File: config.mk
export PLATFORM = sky130hd
export DESIGN_NAME = base64url_stream_codec_flat
export DESIGN_NICKNAME = d
export VERILOG_FILES = /design/src/rtl/core/b64_pkg.sv /design/src/rtl/core/b64_channels.sv /design/src/rtl/core/b64_front.sv /design/src/rtl/core/b64_queue.sv /design/src/rtl/core/b64_back.sv /design/src/rtl/core/base64url_stream_codec.sv /design/src/flat_wrapper.sv
export SDC_FILE = /design/constraint.sdc
export NUM_CORES = 1
export LEC_CHECK = 0
export CAP_MARGIN = 15
export CORE_MARGIN = 1.5
export CORE_UTILIZATION = 45
export CTS_BUF_LIST = sky130_fd_sc_hd__clkbuf_16
export CTS_CLUSTER_DIAMETER = 60
export DETAILED_ROUTE_END_ITERATION = 8
export DONT_BUFFER_PORTS = 1
export PLACE_DENSITY = 0.56
export SYNTH_ARGS = -nofsm -noshare
export SYNTH_HDL_FRONTEND = slang
export SYNTH_HIERARCHICAL = 1
export SYNTH_SLANG_ARGS = --single-unit
File: constraint.sdc
create_clock -name clk -period 8 [get_ports clk]
set_input_delay 0 -clock clk [delete_from_list [all_inputs] [get_ports clk]]
set_output_delay 0 -clock clk [all_outputs]
set_load 0.01 [all_outputs]
File: src/rtl/core/b64_pkg.sv
// Shared types, constants and symbol mapping functions for the base64url codec.
`default_nettype none

package b64_pkg;

  localparam int unsigned QDEPTH = 2;
  localparam int unsigned QAW    = $clog2(QDEPTH);

  localparam logic MODE_ENCODE = 1'b0;
  localparam logic MODE_DECODE = 1'b1;

  localparam logic [7:0] CH_UPPER_A = 8'h41;  // 'A'
  localparam logic [7:0] CH_UPPER_Z = 8'h5A;  // 'Z'
  localparam logic [7:0] CH_LOWER_A = 8'h61;  // 'a'
  localparam logic [7:0] CH_LOWER_Z = 8'h7A;  // 'z'
  localparam logic [7:0] CH_DIGIT_0 = 8'h30;  // '0'
  localparam logic [7:0] CH_DIGIT_9 = 8'h39;  // '9'
  localparam logic [7:0] CH_DASH    = 8'h2D;  // '-'
  localparam logic [7:0] CH_USCORE  = 8'h5F;  // '_'

  typedef struct packed {
    logic [7:0] out_byte;
    logic       out_valid;
    logic       out_last;
    logic       stopped;
  } res_t;

  // One queue entry holds every result that one request causes.
  typedef struct packed {
    logic two;
    res_t r0;
    res_t r1;
  } q_entry_t;

  typedef struct packed {
    logic       ok;
    logic [5:0] val;
  } sym_t;

  function automatic logic [7:0] enc_char(input logic [5:0] v);
    logic [7:0] w;
    logic [7:0] c;
    w = {2'b00, v};
    case (v) inside
      [6'd0 : 6'd25]:  c = CH_UPPER_A + w;
      [6'd26 : 6'd51]: c = CH_LOWER_A + w - 8'd26;
      [6'd52 : 6'd61]: c = CH_DIGIT_0 + w - 8'd52;
      6'd62:           c = CH_DASH;
      default:         c = CH_USCORE;
    endcase
    return c;
  endfunction

  function automatic sym_t dec_sym(input logic [7:0] ch);
    sym_t s;
    s.ok  = 1'b1;
    s.val = 6'd0;
    case (ch) inside
      [CH_UPPER_A : CH_UPPER_Z]: s.val = 6'(ch - CH_UPPER_A);
      [CH_LOWER_A : CH_LOWER_Z]: s.val = 6'(ch - CH_LOWER_A + 8'd26);
      [CH_DIGIT_0 : CH_DIGIT_9]: s.val = 6'(ch - CH_DIGIT_0 + 8'd52);
      CH_DASH:                   s.val = 6'd62;
      CH_USCORE:                 s.val = 6'd63;
      default:                   s.ok  = 1'b0;
    endcase
    return s;
  endfunction

endpackage

`default_nettype wire

File: src/rtl/core/b64_channels.sv
// Valid/ready channel interfaces for input, output and mode write requests.
`default_nettype none

interface b64_in_if;
  logic       valid;
  logic       ready;
  logic [7:0] in_byte;
  logic       in_last;
  modport source(output valid, in_byte, in_last, input ready);
  modport sink(input valid, in_byte, in_last, output ready);
endinterface

interface b64_out_if;
  logic       valid;
  logic       ready;
  logic [7:0] out_byte;
  logic       out_valid;
  logic       out_last;
  logic       stopped;
  modport source(output valid, out_byte, out_valid, out_last, stopped, input ready);
  modport sink(input valid, out_byte, out_valid, out_last, stopped, output ready);
endinterface

interface b64_cfg_if;
  logic valid;
  logic ready;
  logic mode;
  modport source(output valid, mode, input ready);
  modport sink(input valid, mode, output ready);
endinterface

`default_nettype wire

File: src/rtl/core/b64_front.sv
// Front end: accepts requests, runs the bit accumulator and builds queue entries.
`default_nettype none

module b64_front (
  input  wire                  clk,
  input  wire                  rst,
  b64_in_if.sink               din,
  b64_cfg_if.sink              cfg,
  input  wire                  q_full,
  output logic                 q_push,
  output b64_pkg::q_entry_t    q_data
);
  import b64_pkg::*;

  logic        mode;
  logic [15:0] acc;
  logic [3:0]  pend;
  logic        halted;

  logic [15:0] acc_next;
  logic [3:0]  pend_next;
  logic        halted_next;

  logic        take;

  logic [15:0] e_acc;
  logic [3:0]  e_p;
  logic [1:0]  e_n;
  logic [5:0]  e_s0;
  logic [5:0]  e_s1;

  sym_t        d_sym;
  logic [15:0] d_acc;
  logic [3:0]  d_p;
  logic        d_have;
  logic [7:0]  d_byte;

  assign cfg.ready = 1'b1;
  assign din.ready = !q_full;
  assign take      = din.valid && !q_full;

  // Encode: shift in 8 bits, peel off up to two symbols, flush leftovers on last.
  always_comb begin
    e_acc = {acc[7:0], din.in_byte};
    e_p   = pend + 4'd8;
    e_n   = 2'd0;
    e_s0  = 6'd0;
    e_s1  = 6'd0;
    if (e_p >= 4'd6) begin
      e_s0 = 6'(e_acc >> (e_p - 4'd6));
      e_p  = e_p - 4'd6;
      e_n  = 2'd1;
    end
    if (e_p >= 4'd6) begin
      e_s1 = 6'(e_acc >> (e_p - 4'd6));
      e_p  = e_p - 4'd6;
      e_n  = 2'd2;
    end
    if (din.in_last && e_p != 4'd0 && e_p < 4'd6 && e_n < 2'd2) begin
      if (e_n == 2'd0) begin
        e_s0 = 6'(e_acc << (4'd6 - e_p));
      end else begin
        e_s1 = 6'(e_acc << (4'd6 - e_p));
      end
      e_n = e_n + 2'd1;
      e_p = 4'd0;
    end
  end

  // Decode: map the character to 6 bits, emit a byte once 8 bits are pending.
  always_comb begin
    d_sym  = dec_sym(din.in_byte);
    d_acc  = {acc[9:0], d_sym.val};
    d_p    = pend + 4'd6;
    d_have = 1'b0;
    d_byte = 8'd0;
    if (d_p >= 4'd8) begin
      d_byte = 8'(d_acc >> (d_p - 4'd8));
      d_p    = d_p - 4'd8;
      d_have = 1'b1;
    end
  end

  always_comb begin
    acc_next    = acc;
    pend_next   = pend;
    halted_next = halted;
    q_push      = 1'b0;
    q_data      = '0;
    if (mode == MODE_ENCODE) begin
      acc_next  = e_acc;
      pend_next = e_p;
      q_push    = take && (e_n != 2'd0);
      q_data.two          = (e_n == 2'd2);
      q_data.r0.out_byte  = enc_char(e_s0);
      q_data.r0.out_valid = 1'b1;
      q_data.r0.out_last  = din.in_last && (e_n == 2'd1);
      q_data.r0.stopped   = 1'b0;
      q_data.r1.out_byte  = enc_char(e_s1);
      q_data.r1.out_valid = 1'b1;
      q_data.r1.out_last  = din.in_last;
      q_data.r1.stopped   = 1'b0;
    end else begin
      if (!halted) begin
        if (!d_sym.ok) begin
          halted_next = 1'b1;
        end else begin
          acc_next  = d_acc;
          pend_next = d_p;
        end
      end
      q_push = take && ((!halted && d_sym.ok && d_have) || din.in_last);
      if (!halted && d_sym.ok && d_have) begin
        q_data.r0.out_byte  = d_byte;
        q_data.r0.out_valid = 1'b1;
        q_data.r0.out_last  = din.in_last;
      end else begin
        q_data.r0.out_byte  = 8'd0;
        q_data.r0.out_valid = 1'b0;
        q_data.r0.out_last  = 1'b1;
      end
      q_data.r0.stopped = halted_next;
    end
    // A string end starts the next string clean.
    if (din.in_last) begin
      acc_next    = '0;
      pend_next   = '0;
      halted_next = 1'b0;
    end
  end

  always_ff @(posedge clk) begin
    if (rst) begin
      mode   <= MODE_ENCODE;
      acc    <= '0;
      pend   <= '0;
      halted <= 1'b0;
    end else if (cfg.valid) begin
      mode   <= cfg.mode;
      acc    <= '0;
      pend   <= '0;
      halted <= 1'b0;
    end else if (take) begin
      acc    <= acc_next;
      pend   <= pend_next;
      halted <= halted_next;
    end
  end

endmodule

`default_nettype wire

File: src/rtl/core/b64_queue.sv
// Short register queue between the front end and the output stage.
`default_nettype none

module b64_queue (
  input  wire                  clk,
  input  wire                  rst,
  input  wire                  push,
  input  b64_pkg::q_entry_t    push_data,
  input  wire                  pop,
  output logic                 full,
  output logic                 empty,
  output b64_pkg::q_entry_t    head
);
  import b64_pkg::*;

  q_entry_t            slots [QDEPTH];
  logic [QAW-1:0]      wr_ptr;
  logic [QAW-1:0]      rd_ptr;
  logic [QAW:0]        count;

  assign full  = (count == (QAW+1)'(QDEPTH));
  assign empty = (count == '0);
  assign head  = slots[rd_ptr];

  always_ff @(posedge clk) begin
    if (push) begin
      slots[wr_ptr] <= push_data;
    end
  end

  always_ff @(posedge clk) begin
    if (rst) begin
      wr_ptr <= '0;
      rd_ptr <= '0;
      count  <= '0;
    end else begin
      if (push) begin
        wr_ptr <= (wr_ptr == QAW'(QDEPTH - 1)) ? '0 : wr_ptr + 1'b1;
      end
      if (pop) begin
        rd_ptr <= (rd_ptr == QAW'(QDEPTH - 1)) ? '0 : rd_ptr + 1'b1;
      end
      count <= count + (QAW+1)'(push) - (QAW+1)'(pop);
    end
  end

endmodule

`default_nettype wire

File: src/rtl/core/b64_back.sv
// Back end: drains queue to output reg, one result per cycle unless stalled.
`default_nettype none

module b64_back (
  input  wire                  clk,
  input  wire                  rst,
  input  wire                  q_empty,
  input  b64_pkg::q_entry_t    q_head,
  output logic                 q_pop,
  b64_out_if.source            dout
);
  import b64_pkg::*;

  logic  o_valid;
  res_t  o_data;
  logic  sel;
  logic  load;
  res_t  pick;

  assign load  = !q_empty && (!o_valid || dout.ready);
  assign pick  = sel ? q_head.r1 : q_head.r0;
  assign q_pop = load && (sel || !q_head.two);

  assign dout.valid     = o_valid;
  assign dout.out_byte  = o_data.out_byte;
  assign dout.out_valid = o_data.out_valid;
  assign dout.out_last  = o_data.out_last;
  assign dout.stopped   = o_data.stopped;

  always_ff @(posedge clk) begin
    if (load) begin
      o_data <= pick;
    end
  end

  always_ff @(posedge clk) begin
    if (rst) begin
      o_valid <= 1'b0;
      sel     <= 1'b0;
    end else begin
      if (load) begin
        o_valid <= 1'b1;
      end else if (dout.ready) begin
        o_valid <= 1'b0;
      end
      // Advance to the second result of a two-symbol entry, else restart.
      if (load) begin
        sel <= !q_pop;
      end
    end
  end

endmodule

`default_nettype wire

File: src/rtl/core/base64url_stream_codec.sv
// Top level of the streaming base64url encoder/decoder.
//
//   channel  dir  handshake         payload
//   din      in   valid / ready     in_byte[7:0], in_last
//   dout     out  valid / ready     out_byte[7:0], out_valid, out_last, stopped
//   cfg      in   valid / ready     mode (0 encode, 1 decode), ready always high
//
// One request per cycle when it yields at most one result and dout is not stalled;
// an encode request that yields two characters is drained one character at a time
// through the single output register. With an empty queue and a free dout, a result
// passes through a queue slot and then the output register before it shows on dout.
// Synchronous reset clears mode, accumulator, queue and output register.
// A stalled dout fills the two-entry queue, then din.ready drops.
`default_nettype none

module base64url_stream_codec (
  input  wire        clk,
  input  wire        rst,
  b64_in_if.sink     din,
  b64_out_if.source  dout,
  b64_cfg_if.sink    cfg
);
  import b64_pkg::*;

  logic     q_push;
  q_entry_t q_data;
  logic     q_pop;
  logic     q_full;
  logic     q_empty;
  q_entry_t q_head;

  b64_front u_front (
    .clk    (clk),
    .rst    (rst),
    .din    (din),
    .cfg    (cfg),
    .q_full (q_full),
    .q_push (q_push),
    .q_data (q_data)
  );

  b64_queue u_queue (
    .clk       (clk),
    .rst       (rst),
    .push      (q_push),
    .push_data (q_data),
    .pop       (q_pop),
    .full      (q_full),
    .empty     (q_empty),
    .head      (q_head)
  );

  b64_back u_back (
    .clk     (clk),
    .rst     (rst),
    .q_empty (q_empty),
    .q_head  (q_head),
    .q_pop   (q_pop),
    .dout    (dout)
  );

endmodule

`default_nettype wire

File: src/flat_wrapper.sv
// flat-port wrapper written by rule: the top's interface ports become plain ports
module base64url_stream_codec_flat import b64_pkg::*;
  (clk, rst, din_valid, din_in_byte, din_in_last, din_ready, dout_valid, dout_out_byte, dout_out_valid, dout_out_last, dout_stopped, dout_ready, cfg_valid, cfg_mode, cfg_ready);
  b64_in_if din_i ();
  b64_out_if dout_i ();
  b64_cfg_if cfg_i ();
  input  wire clk;
  input  wire rst;
  input wire logic [$bits(din_i.valid)-1:0] din_valid;
  input wire logic [$bits(din_i.in_byte)-1:0] din_in_byte;
  input wire logic [$bits(din_i.in_last)-1:0] din_in_last;
  output wire logic [$bits(din_i.ready)-1:0] din_ready;
  output wire logic [$bits(dout_i.valid)-1:0] dout_valid;
  output wire logic [$bits(dout_i.out_byte)-1:0] dout_out_byte;
  output wire logic [$bits(dout_i.out_valid)-1:0] dout_out_valid;
  output wire logic [$bits(dout_i.out_last)-1:0] dout_out_last;
  output wire logic [$bits(dout_i.stopped)-1:0] dout_stopped;
  input wire logic [$bits(dout_i.ready)-1:0] dout_ready;
  input wire logic [$bits(cfg_i.valid)-1:0] cfg_valid;
  input wire logic [$bits(cfg_i.mode)-1:0] cfg_mode;
  output wire logic [$bits(cfg_i.ready)-1:0] cfg_ready;
  assign din_i.valid = din_valid;
  assign din_i.in_byte = din_in_byte;
  assign din_i.in_last = din_in_last;
  assign din_ready = din_i.ready;
  assign dout_valid = dout_i.valid;
  assign dout_out_byte = dout_i.out_byte;
  assign dout_out_valid = dout_i.out_valid;
  assign dout_out_last = dout_i.out_last;
  assign dout_stopped = dout_i.stopped;
  assign dout_i.ready = dout_ready;
  assign cfg_i.valid = cfg_valid;
  assign cfg_i.mode = cfg_mode;
  assign cfg_ready = cfg_i.ready;
  base64url_stream_codec u_core (.clk(clk), .rst(rst), .din(din_i), .dout(dout_i), .cfg(cfg_i));
endmodule
==> results of run 1 <==
## worst reg2reg max path: stages (launching register included)
cell and delay [ns]:
dfxtp_2 0.94, inv_1 0.31, ha_1 0.37, buf_4 0.33, nor2_1 0.10, a21oi_1 0.15
ha_1 0.34, inv_1 0.22, mux4_2 0.52, a22oi_1 0.47, inv_1 0.17, ha_1 0.25
o221a_2 0.32, o311ai_4 0.36, nor3_1 0.08, or3_1 0.31, a32o_1 0.27
## what timing repair did
| item | 4_1_cts | 5_1_grt |
|---|---|---|
| buffers inserted | 0 | 0 |
| endpoints found under the hold margin | 21 | 0 |
| hold buffers | 10 | 0 |
## power by group through the flow
stage | sequential [mW] | combinational, mW | clock (mW)
floorplan | 0.580 | 0.429 | 0
global placement | 0.594 | 0.503 | 0
detailed placement | 0.597 | 0.509 | 0
CTS | 0.589 | 0.517 | 0.415
global route | 0.600 | 0.569 | 0.433
finish | 0.587 | 0.521 | 0.403
## layer usage
layer,GRT usage,vias up
li1,-,2440
met1,0.3027,2505
met2,0.3872,190
met3,0.05019,17
met4,0.07340,0
met5,0,-
## cells by family (layout without fill, tap and decap cells)
| kind of cell | count (synthesis) | count (layout) | synth area share |
|---|---|---|---|
| other cells | 2 | 2 | 0.001168 |
| fa+ha+maj | 27 | 27 | 0.05254 |
| compound gates | 176 | 176 | 0.2055 |
| mux | 82 | 82 | 0.1627 |
| buf+inv | 84 | 67 | 0.06577 |
| xor+xnor | 13 | 13 | 0.01985 |
| flops | 77 | 77 | 0.3285 |
| simple gates | 200 | 200 | 0.1640 |
## Yosys cell counts, types with 18 or more instances
cell      count  area (sq um)
mux2_2       37         416.7
nor3_1       21         105.1
ha_1         27         337.8
dfxtp_1      20         400.4
nor2_1       66         247.7
edfxtp_1     57          1712
nand3_1      18         90.09
a21oi_1      45         225.2
o21ai_0      24         120.1
mux2i_1      21         210.2
nand2_1      27         101.4
inv_1        26         97.59
clkbuf_1     25         93.84
## flip-flops by register name (all words and copies together) (netlist names), named ones only
signal	flops
u_core/u_back/dout.valid	1
u_core/u_back/dout.out_valid	1
u_core/u_front/mode	1
u_core/u_queue/slots	46
u_core/u_back/sel	1
u_core/u_front/acc	8
u_core/u_queue/wr_ptr	1
u_core/u_front/halted	1
u_core/u_queue/rd_ptr	1
u_core/u_back/dout.out_byte	8
u_core/u_back/dout.stopped	1
u_core/u_front/pend	3
u_core/u_back/dout.out_last	1
u_core/u_queue/count	2
## cell type report
class | instances | area, sq um
clock buffer | 11 | 275.3
clock inverter | 5 | 30.03
fill | 1263 | 7087
inverter | 33 | 123.9
multi-input combinational | 500 | 3902
sequential | 77 | 2113
tap | 180 | 225.2
timing repair buffer | 18 | 177.7
## path summary, 6_finish.rpt
path,start,to
worst max-delay path,u_core/u_front/pend[1],u_core/u_queue/slots[0][6]
worst min-delay path,din_in_byte[0],u_core/u_front/acc[0]
worst max register to register,u_core/u_front/pend[1],u_core/u_queue/slots[0][6]
worst min register to register,u_core/u_front/halted,u_core/u_front/halted
==> flow_metrics.env, run 1 <==
export IMPL_avgSynthCellArea_sq_um=9.728
export IMPL_powerDensity_mw_per_mm2=220.7
export IMPL_timing_final_ws_setup_ns=2.202
export IMPL_cts_tree="done"
export IMPL_synth_seq_area_share=0.3285
export IMPL_detailedPlace_worstSlack_ns=2.257
export IMPL_routed_wl_met2_mm=8.311
export IMPL_finalNetCount=681
export IMPL_path_buf_inv=4
export IMPL_finalWirelength_mm=16.78
export IMPL_grt_pass1_wl_mm=26.91
export IMPL_maxSlewViolCount=0
export IMPL_period_share=0.7247
export IMPL_postRouteAntennaNets=0
export IMPL_worst_path_stages=16
export IMPL_ys_warn_count=6
export IMPL_die_area_sq_mm=0.01501
export IMPL_first_global_vias=4888
export IMPL_grt_overflow=0
export IMPL_hp_class="in -> reg"
export IMPL_timing_fmax_mhz=172.5
export IMPL_critical_path_class="reg -> reg"
export IMPL_gp_congestion=0.9382
export IMPL_cp_max_fo=46
export IMPL_peakVddDrop_uv=98.79
export IMPL_place_area_sq_mm=0.006417
export IMPL_cts_root_buffer="clkbuf_16"
export IMPL_routed_via_count=5152
export IMPL_finalClockSkew_ns=0.009695
export IMPL_start_util=0.4614
export IMPL_finalNonFillerCells=824
export IMPL_final_area_sq_mm=0.006848
export IMPL_cts_htree_levels=3
export IMPL_cts_repair_resized=0
export IMPL_setup_viol=0
export IMPL_p_clk_frac=0.267
export IMPL_diodes=0
export IMPL_clockBufferDepth=2
export IMPL_dieWidth_um=122.5
export IMPL_p_switching_mw=0.4903
export IMPL_drt_met1_wl_mm=7.213
export IMPL_core_rowCount=43
export IMPL_netSwitchingFraction=0.3244
export IMPL_ys_seq_elements=77
export IMPL_core_region_area_sq_mm=0.01393
export IMPL_tightest_slew_ns=0.9442
export IMPL_dpl_hpwl_mm=11.96
export IMPL_io_pins=29
export IMPL_syn_inst=661
export IMPL_synth_cell_types=101
export IMPL_outcome="finished, final reports clean"
export IMPL_drt_initial_drc_count=450
export IMPL_insertion_delay_ns=0.33
export IMPL_port_buffers=0
export IMPL_power_total_mw=1.511
export IMPL_utilization=0.4914
export IMPL_top_layer="met4"
export IMPL_power_frac_seq=0.389
export IMPL_worstPathArrival_ns=5.87
export IMPL_hold_depth=4
export IMPL_hold_viol_final=0
export IMPL_wire_per_inst_um=20.37
export IMPL_internal_power_mw=1.021
export IMPL_wl_met3_um=959
export IMPL_syn_nets=703
export IMPL_cp_required_ns=8.08
export IMPL_p_leak_nw=2.516
export IMPL_path_clk_slew_ns=0.06
export IMPL_grt_use_total=0.2331
export IMPL_rsz0062_at_grt="no"
export IMPL_cts_made_buffers=9
export IMPL_most_common_layout_cells="nor2_1, edfxtp_1, a21oi_1"
export IMPL_timing_critical_path_max_delay_family="compound AO/OA/AOI/OAI gates"
export IMPL_placed_cells=797
export IMPL_crit_chain="inv_1, ha_1, buf_4, nor2_1, a21oi_1, ha_1, inv_1, mux4_2, a22oi_1, inv_1, ha_1, o221a_2, o311ai_4, nor3_1, or3_1, a32o_1"
export IMPL_drc_errors=0
export IMPL_relSlewSlack=0.3705
export IMPL_async_flop_share=0
export IMPL_final_common_cell="nor2_1"
export IMPL_critPathLaunchType="flip-flop"
export IMPL_synth_edff_count=57
export IMPL_syn_area_sq_mm=0.006430
export IMPL_yosys_most_used_dff="edfxtp_1"
export IMPL_area_growth_syn_to_layout_pct=6.499
export IMPL_crit_slowest_cell="dfxtp_2"
export IMPL_drv_cap=0
export IMPL_crit_path_end_kind="flip-flop"
export IMPL_cts_num_sinks=77
export IMPL_rrSetupSlack_ns=2.20
export IMPL_detail_route_vias_per_cell=6.252
export IMPL_grt_antenna_before_repair=0
export IMPL_power_combinational_fraction=0.345
export IMPL_die_h_um=122.5
export IMPL_holdWs_ns=0.005432
export IMPL_drive_gt1_frac=0.1879
export IMPL_grt_max_degree=47
export IMPL_final_min_clock_period_ns=5.798
export IMPL_cpPeakStageDelay_ns=0.94
export IMPL_firstDrtPassIters=5
export IMPL_finalSetupTns_ns=0
export IMPL_rr_worst_depth=16
(Power assumes the default switching activity.)
==> run 2: changes to the inputs <==
==> constraint.sdc (replaced) <==
create_clock -name clk -period 5.4 [get_ports clk]
set_input_delay 0 -clock clk [delete_from_list [all_inputs] [get_ports clk]]
set_output_delay 0 -clock clk [all_outputs]
set_load 0.01 [all_outputs]
==> run 2 against run 1 <==
  * Utilization grew 0.32 points
  * Final cell count grew 0.73%
  * Die area is the same
  * Non-clock buffer count grew 6
  * Register-to-register slack lost 1.6 ns
  * Worst hold slack gained 0.015 ns
  * Wire length grew 1.6%
  * Count of clock-buffer cells in the layout shrank 2
  * Combinational power grew 41%
  * Clock skew shrank 0.0015 ns
  * Flip-flop and latch count is the same
  * Worst setup slack lost 1.6 ns
  * Largest cell class unchanged
  * Largest power group unchanged
  * Highest routed layer unchanged
==> flow_metrics.env, run 2 (synthesized netlist as in run 1, its figures left out) <==
export IMPL_p_clk_frac=0.283
export IMPL_die_h_um=122.5
export IMPL_clockBufferDepth=2
export IMPL_largest_register="u_core/u_queue/slots"
export IMPL_hold_viol_final=0
export IMPL_cts_tree="done"
export IMPL_rsz0062_at_grt="no"
export IMPL_outcome="finished, final reports clean"
export IMPL_core_rowCount=43
export IMPL_cts_root_buffer="clkbuf_16"
export IMPL_dpl_hpwl_mm=12.32
export IMPL_io_pins=29
export IMPL_nFillCells=1242
export IMPL_finalNetCount=687
export IMPL_grt_pass1_wl_mm=27.19
export IMPL_final_common_cell="nor2_1"
export IMPL_firstDrtPassIters=5
export IMPL_largest_reg_flops=46
export IMPL_critPathLaunchType="flip-flop"
export IMPL_internal_power_mw=1.546
export IMPL_wire_per_inst_um=20.55
export IMPL_cts_repair_resized=0
export IMPL_grt_overflow=0
export IMPL_peakVddDrop_uv=133.1
export IMPL_cts_made_buffers=9
export IMPL_critical_path_class="reg -> reg"
export IMPL_grt_max_degree=34
export IMPL_p_leak_nw=2.541
export IMPL_powerDensity_mw_per_mm2=331.2
export IMPL_cts_htree_levels=3
export IMPL_worstPathArrival_ns=4.95
export IMPL_maxSlewViolCount=0
export IMPL_utilization=0.4947
export IMPL_start_util=0.4614
export IMPL_area_growth_syn_to_layout_pct=7.200
export IMPL_cts_num_sinks=77
export IMPL_grt_antenna_before_repair=0
export IMPL_tightest_slew_ns=1.080
export IMPL_drt_initial_drc_count=411
export IMPL_cp_max_fo=11
export IMPL_hp_class="in -> reg"
export IMPL_final_min_clock_period_ns=4.824
export IMPL_hold_buffers=11
export IMPL_finalWirelength_mm=17.05
export IMPL_period_share=0.8934
export IMPL_path_clk_slew_ns=0.06
export IMPL_core_region_area_sq_mm=0.01393
export IMPL_power_combinational_fraction=0.322
export IMPL_netSwitchingFraction=0.3226
export IMPL_drc_errors=0
export IMPL_power_frac_seq=0.395
export IMPL_timing_fmax_mhz=207.3
export IMPL_gp_congestion=0.9291
export IMPL_first_global_vias=4947
export IMPL_post_cts_setup_buffers=0
export IMPL_setup_viol=0
export IMPL_finalSetupTns_ns=0
export IMPL_port_buffers=0
export IMPL_holdWs_ns=0.02036
export IMPL_grt_use_total=0.2386
export IMPL_p_switching_mw=0.7365
export IMPL_dieWidth_um=122.5
export IMPL_drive_gt1_frac=0.1938
export IMPL_drv_cap=0
export IMPL_cp_required_ns=5.52
export IMPL_routed_via_count=5237
export IMPL_detail_route_vias_per_cell=6.310
export IMPL_crit_path_end_kind="flip-flop"
export IMPL_insertion_delay_ns=0.35
export IMPL_relSlewSlack=0.2789
export IMPL_postRouteAntennaNets=0
export IMPL_die_area_sq_mm=0.01501
export IMPL_finalClockSkew_ns=0.008188
export IMPL_most_common_layout_cells="nor2_1, edfxtp_1, a21oi_1"
export IMPL_diodes=0
run 2: changes by cell type in the layout (fill, tap and decap cells not counted), sizes merged:
cell / delta
bufinv: +2
dlygate4sd3: +1
clkinv: +3
inv: -3
buf: +6
clkbuf: -3
run 2: cell type report:
type                    count  area, sq um  area share
inverters                  33        123.9     0.01797
well taps                 180        225.2     0.03267
clock inverters             7        90.09     0.01307
clock buffers               9        225.2     0.03267
repair buffers             24        207.7     0.03013
multi-input cells         500         3908      0.5669
flip-flops and latches     77         2113      0.3066
run 2: per-layer routing:
metal	wire length, um	global-route usage
met2	8007	0.3813
met1	7346	0.3070
met4	588	0.1112
met5	0	0
met3	1111	0.05344
run 2: worst paths after layout:
kind	slack (ns)	startpoint	end	depth (start not counted)
hold / removal	0.02	din_in_byte[7]	u_core/u_front/acc[7]	4
setup / recovery	0.58	u_core/u_front/pend[2]	u_core/u_queue/slots[0][20]	14
setup reg to reg	0.58	u_core/u_front/pend[2]	u_core/u_queue/slots[0][20]	14
hold reg to reg	0.52	u_core/u_queue/rd_ptr	u_core/u_queue/rd_ptr	2
run 2: worst max-delay path, stage by stage (launching register included):
cell and delay (ns):
dfxtp_1 0.49, ha_1 0.20, buf_4 0.19, xor2_1 0.32, nand2_1 0.16, ha_1 0.35
and3b_1 0.22, o21ai_0 0.29, nand2_2 0.19, a211o_1 0.33, o21a_1 0.39, nor4_4 0.61
nor2_4 0.13, mux2_1 0.37, a31oi_1 0.33
run 2: per-stage QoR:
step / worst slack [ns] / cell area, sq um / total power, mW / std cells
2_1_floorplan: 0.02372 / 6441 / 1.496 / 661
3_3_place_gp: 0.7434 / 6467 / 1.631 / 803
3_5_place_dp: 0.7096 / 6467 / 1.640 / 803
4_1_cts: 0.6771 / 6893 / 2.305 / 830
5_1_grt: 0.3129 / 6893 / 2.407 / 830
6_report: 0.5756 / 6893 / 2.283 / 830
run 2: power by group through the flow:
| stage | registers, mW | clock network, mW | logic (mW) |
|---|---|---|---|
| after floorplan | 0.859 | 0 | 0.637 |
| after global placement | 0.911 | 0 | 0.719 |
| after detailed placement | 0.919 | 0 | 0.721 |
| after CTS | 0.907 | 0.664 | 0.734 |
| after global routing | 0.922 | 0.685 | 0.800 |
| final | 0.902 | 0.646 | 0.734 |
==> run 3: changes to the inputs <==
--- a/config.mk
+++ b/config.mk
@@ -12,7 +12,6 @@
 export CTS_CLUSTER_DIAMETER = 60
 export DETAILED_ROUTE_END_ITERATION = 8
 export DONT_BUFFER_PORTS = 1
-export PLACE_DENSITY = 0.56
 export SYNTH_ARGS = -nofsm -noshare
 export SYNTH_HDL_FRONTEND = slang
 export SYNTH_HIERARCHICAL = 1
==> run 3 against run 2 <==
  * Worst setup slack better by 0.080 ns
  * Die area unchanged
  * Largest power group unchanged
  * Count of clock-buffer cells in the layout unchanged
  * Via count grew 0.46%
  * Sequential power about the same
  * Maximum frequency up 1.7%
  * First-iteration DRC count increased by 4.6%
  * Utilization is 0.21 points higher
  * Register-to-register slack improved by 0.08 ns
  * Critical endpoint is now u_core/u_queue/slots[0][6]
==> flow_metrics.env, run 3 (synthesized netlist as in run 1, its figures left out) <==
export IMPL_outcome="finished, final reports clean"
export IMPL_dpl_hpwl_mm=12.36
export IMPL_placed_cells=803
export IMPL_start_util=0.4614
export IMPL_path_clk_slew_ns=0.06
export IMPL_first_global_vias=5045
export IMPL_drt_initial_drc_count=430
export IMPL_hold_viol_final=0
export IMPL_setup_viol=0
export IMPL_finalClockSkew_ns=0.01118
export IMPL_worstPathArrival_ns=4.82
export IMPL_multi_input_area_sq_mm=0.003908
export IMPL_nFillCells=1265
export IMPL_period_share=0.8786
export IMPL_drt_met1_wl_mm=7.667
export IMPL_grt_pass1_wl_mm=27.77
export IMPL_cp_max_fo=16
export IMPL_cts_repair_resized=0
export IMPL_grt_use_total=0.2398
export IMPL_routed_wl_met2_mm=8.193
export IMPL_hp_class="in -> reg"
export IMPL_finalNonFillerCells=833
export IMPL_drive_gt1_frac=0.1948
export IMPL_p_leak_nw=2.544
export IMPL_maxSlewViolCount=0
export IMPL_cts_root_buffer="clkbuf_16"
export IMPL_wire_per_inst_um=20.68
export IMPL_wl_met3_mm=1.080
export IMPL_rsz0062_at_grt="no"
export IMPL_finalWirelength_mm=17.23
export IMPL_tightest_slew_ns=1.078
export IMPL_grt_overflow=0
export IMPL_die_area_sq_mm=0.01501
export IMPL_dieWidth_um=122.5
export IMPL_routed_via_count=5261
export IMPL_power_total_mw=2.292
export IMPL_postRouteAntennaNets=0
export IMPL_peakVddDrop_uv=163.6
export IMPL_critical_path_class="reg -> reg"
export IMPL_finalSetupTns_ns=0
export IMPL_largest_reg_flops=46
export IMPL_top_layer="met4"
export IMPL_detail_route_vias_per_cell=6.316
export IMPL_grt_antenna_before_repair=1
export IMPL_crit_path_end_kind="flip-flop"
export IMPL_cp_required_ns=5.48
export IMPL_relSlewSlack=0.2805
export IMPL_die_h_um=122.5
export IMPL_holdWs_ns=0.01540
export IMPL_core_region_area_sq_mm=0.01393
export IMPL_grt_max_degree=34
export IMPL_critPathLaunchType="flip-flop"
export IMPL_port_buffers=0
export IMPL_most_common_layout_cells="nor2_1, edfxtp_1, a21oi_1"
export IMPL_firstDrtPassIters=7
export IMPL_drv_cap=0
export IMPL_timing_fmax_mhz=210.8
export IMPL_gp_congestion=0.8933
export IMPL_insertion_delay_ns=0.33
export IMPL_area_growth_syn_to_layout_pct=7.647
export IMPL_utilization=0.4967
export IMPL_final_min_clock_period_ns=4.745
export IMPL_post_cts_setup_buffers=0
export IMPL_io_pins=29
export IMPL_cts_tree="done"
export IMPL_powerDensity_mw_per_mm2=331.1
export IMPL_ff_latch_area_sq_mm=0.002113
export IMPL_largest_register="u_core/u_queue/slots"
export IMPL_cts_htree_levels=3
export IMPL_final_common_cell="nor2_1"
export IMPL_finalNetCount=689
export IMPL_clockBufferDepth=2
export IMPL_core_rowCount=43
export IMPL_drc_errors=0
export IMPL_cts_num_sinks=77
export IMPL_cts_made_buffers=9
[run 3: cell count changes in the layout (fill, tap and decap cells not counted), sizes merged]
cell / delta
dlygate4sd3: +2
inv: +2
diode: +1
clkinv: -4
clkinvlp: +2
[run 3: critical path: stages, from the launching register on]
cell	delay (ns)
dfxtp_2	0.51
inv_1	0.19
ha_1	0.34
nor2_1	0.10
a21oi_1	0.06
ha_1	0.42
inv_1	0.23
mux4_2	0.54
a22oi_2	0.35
inv_1	0.15
ha_1	0.24
o221a_2	0.32
o311ai_4	0.35
nor3_1	0.09
or3_1	0.32
a32o_1	0.27
[run 3: stage by stage]
step | cell area, sq um | worst slack (ns)
global placement | 6467 | 0.8127
detailed placement | 6467 | 0.7179
finish | 6922 | 0.6554
global route | 6919 | 0.3384
floorplan | 6441 | 0.02372
CTS | 6919 | 0.7098
[run 3: timing repair]
| item | CTS | global route |
|---|---|---|
| hold buffers | 13 | 0 |
| setup endpoints to repair | 0 | 0 |
| hold endpoints to repair | 21 | 0 |
[run 3: area by class of cell]
cell class                 count  share of cell area
multi-input combinational    500              0.5645
sequential                    77              0.3053
timing repair buffer          26             0.03290
clock buffer                   9             0.03254
tap                          180             0.03254
inverter                      33             0.01790
clock inverter                 7             0.01392
antenna                        1           0.0003615
[run 3: path summary, 6_finish.rpt]
kind,from,slack (ns),endpoint,depth (start not counted)
max,u_core/u_front/pend[1],0.66,u_core/u_queue/slots[0][6],15
min,din_in_byte[7],0.02,u_core/u_front/acc[7],4
max reg2reg,u_core/u_front/pend[1],0.66,u_core/u_queue/slots[0][6],15
min reg2reg,u_core/u_queue/rd_ptr,0.52,u_core/u_queue/rd_ptr,2
[run 3: routing by layer]
layer  track usage  vias up
met4       0.06541        0
li1              -     2468
met1        0.3207     2575
met2        0.3953      193
met5             0        -
met3       0.04786       25
[run 3: where the power goes]
part / switching, mW / internal [mW] / total (mW)
combinational: 0.387 / 0.353 / 0.739
sequential: 0.109 / 0.794 / 0.903
clock: 0.243 / 0.406 / 0.649
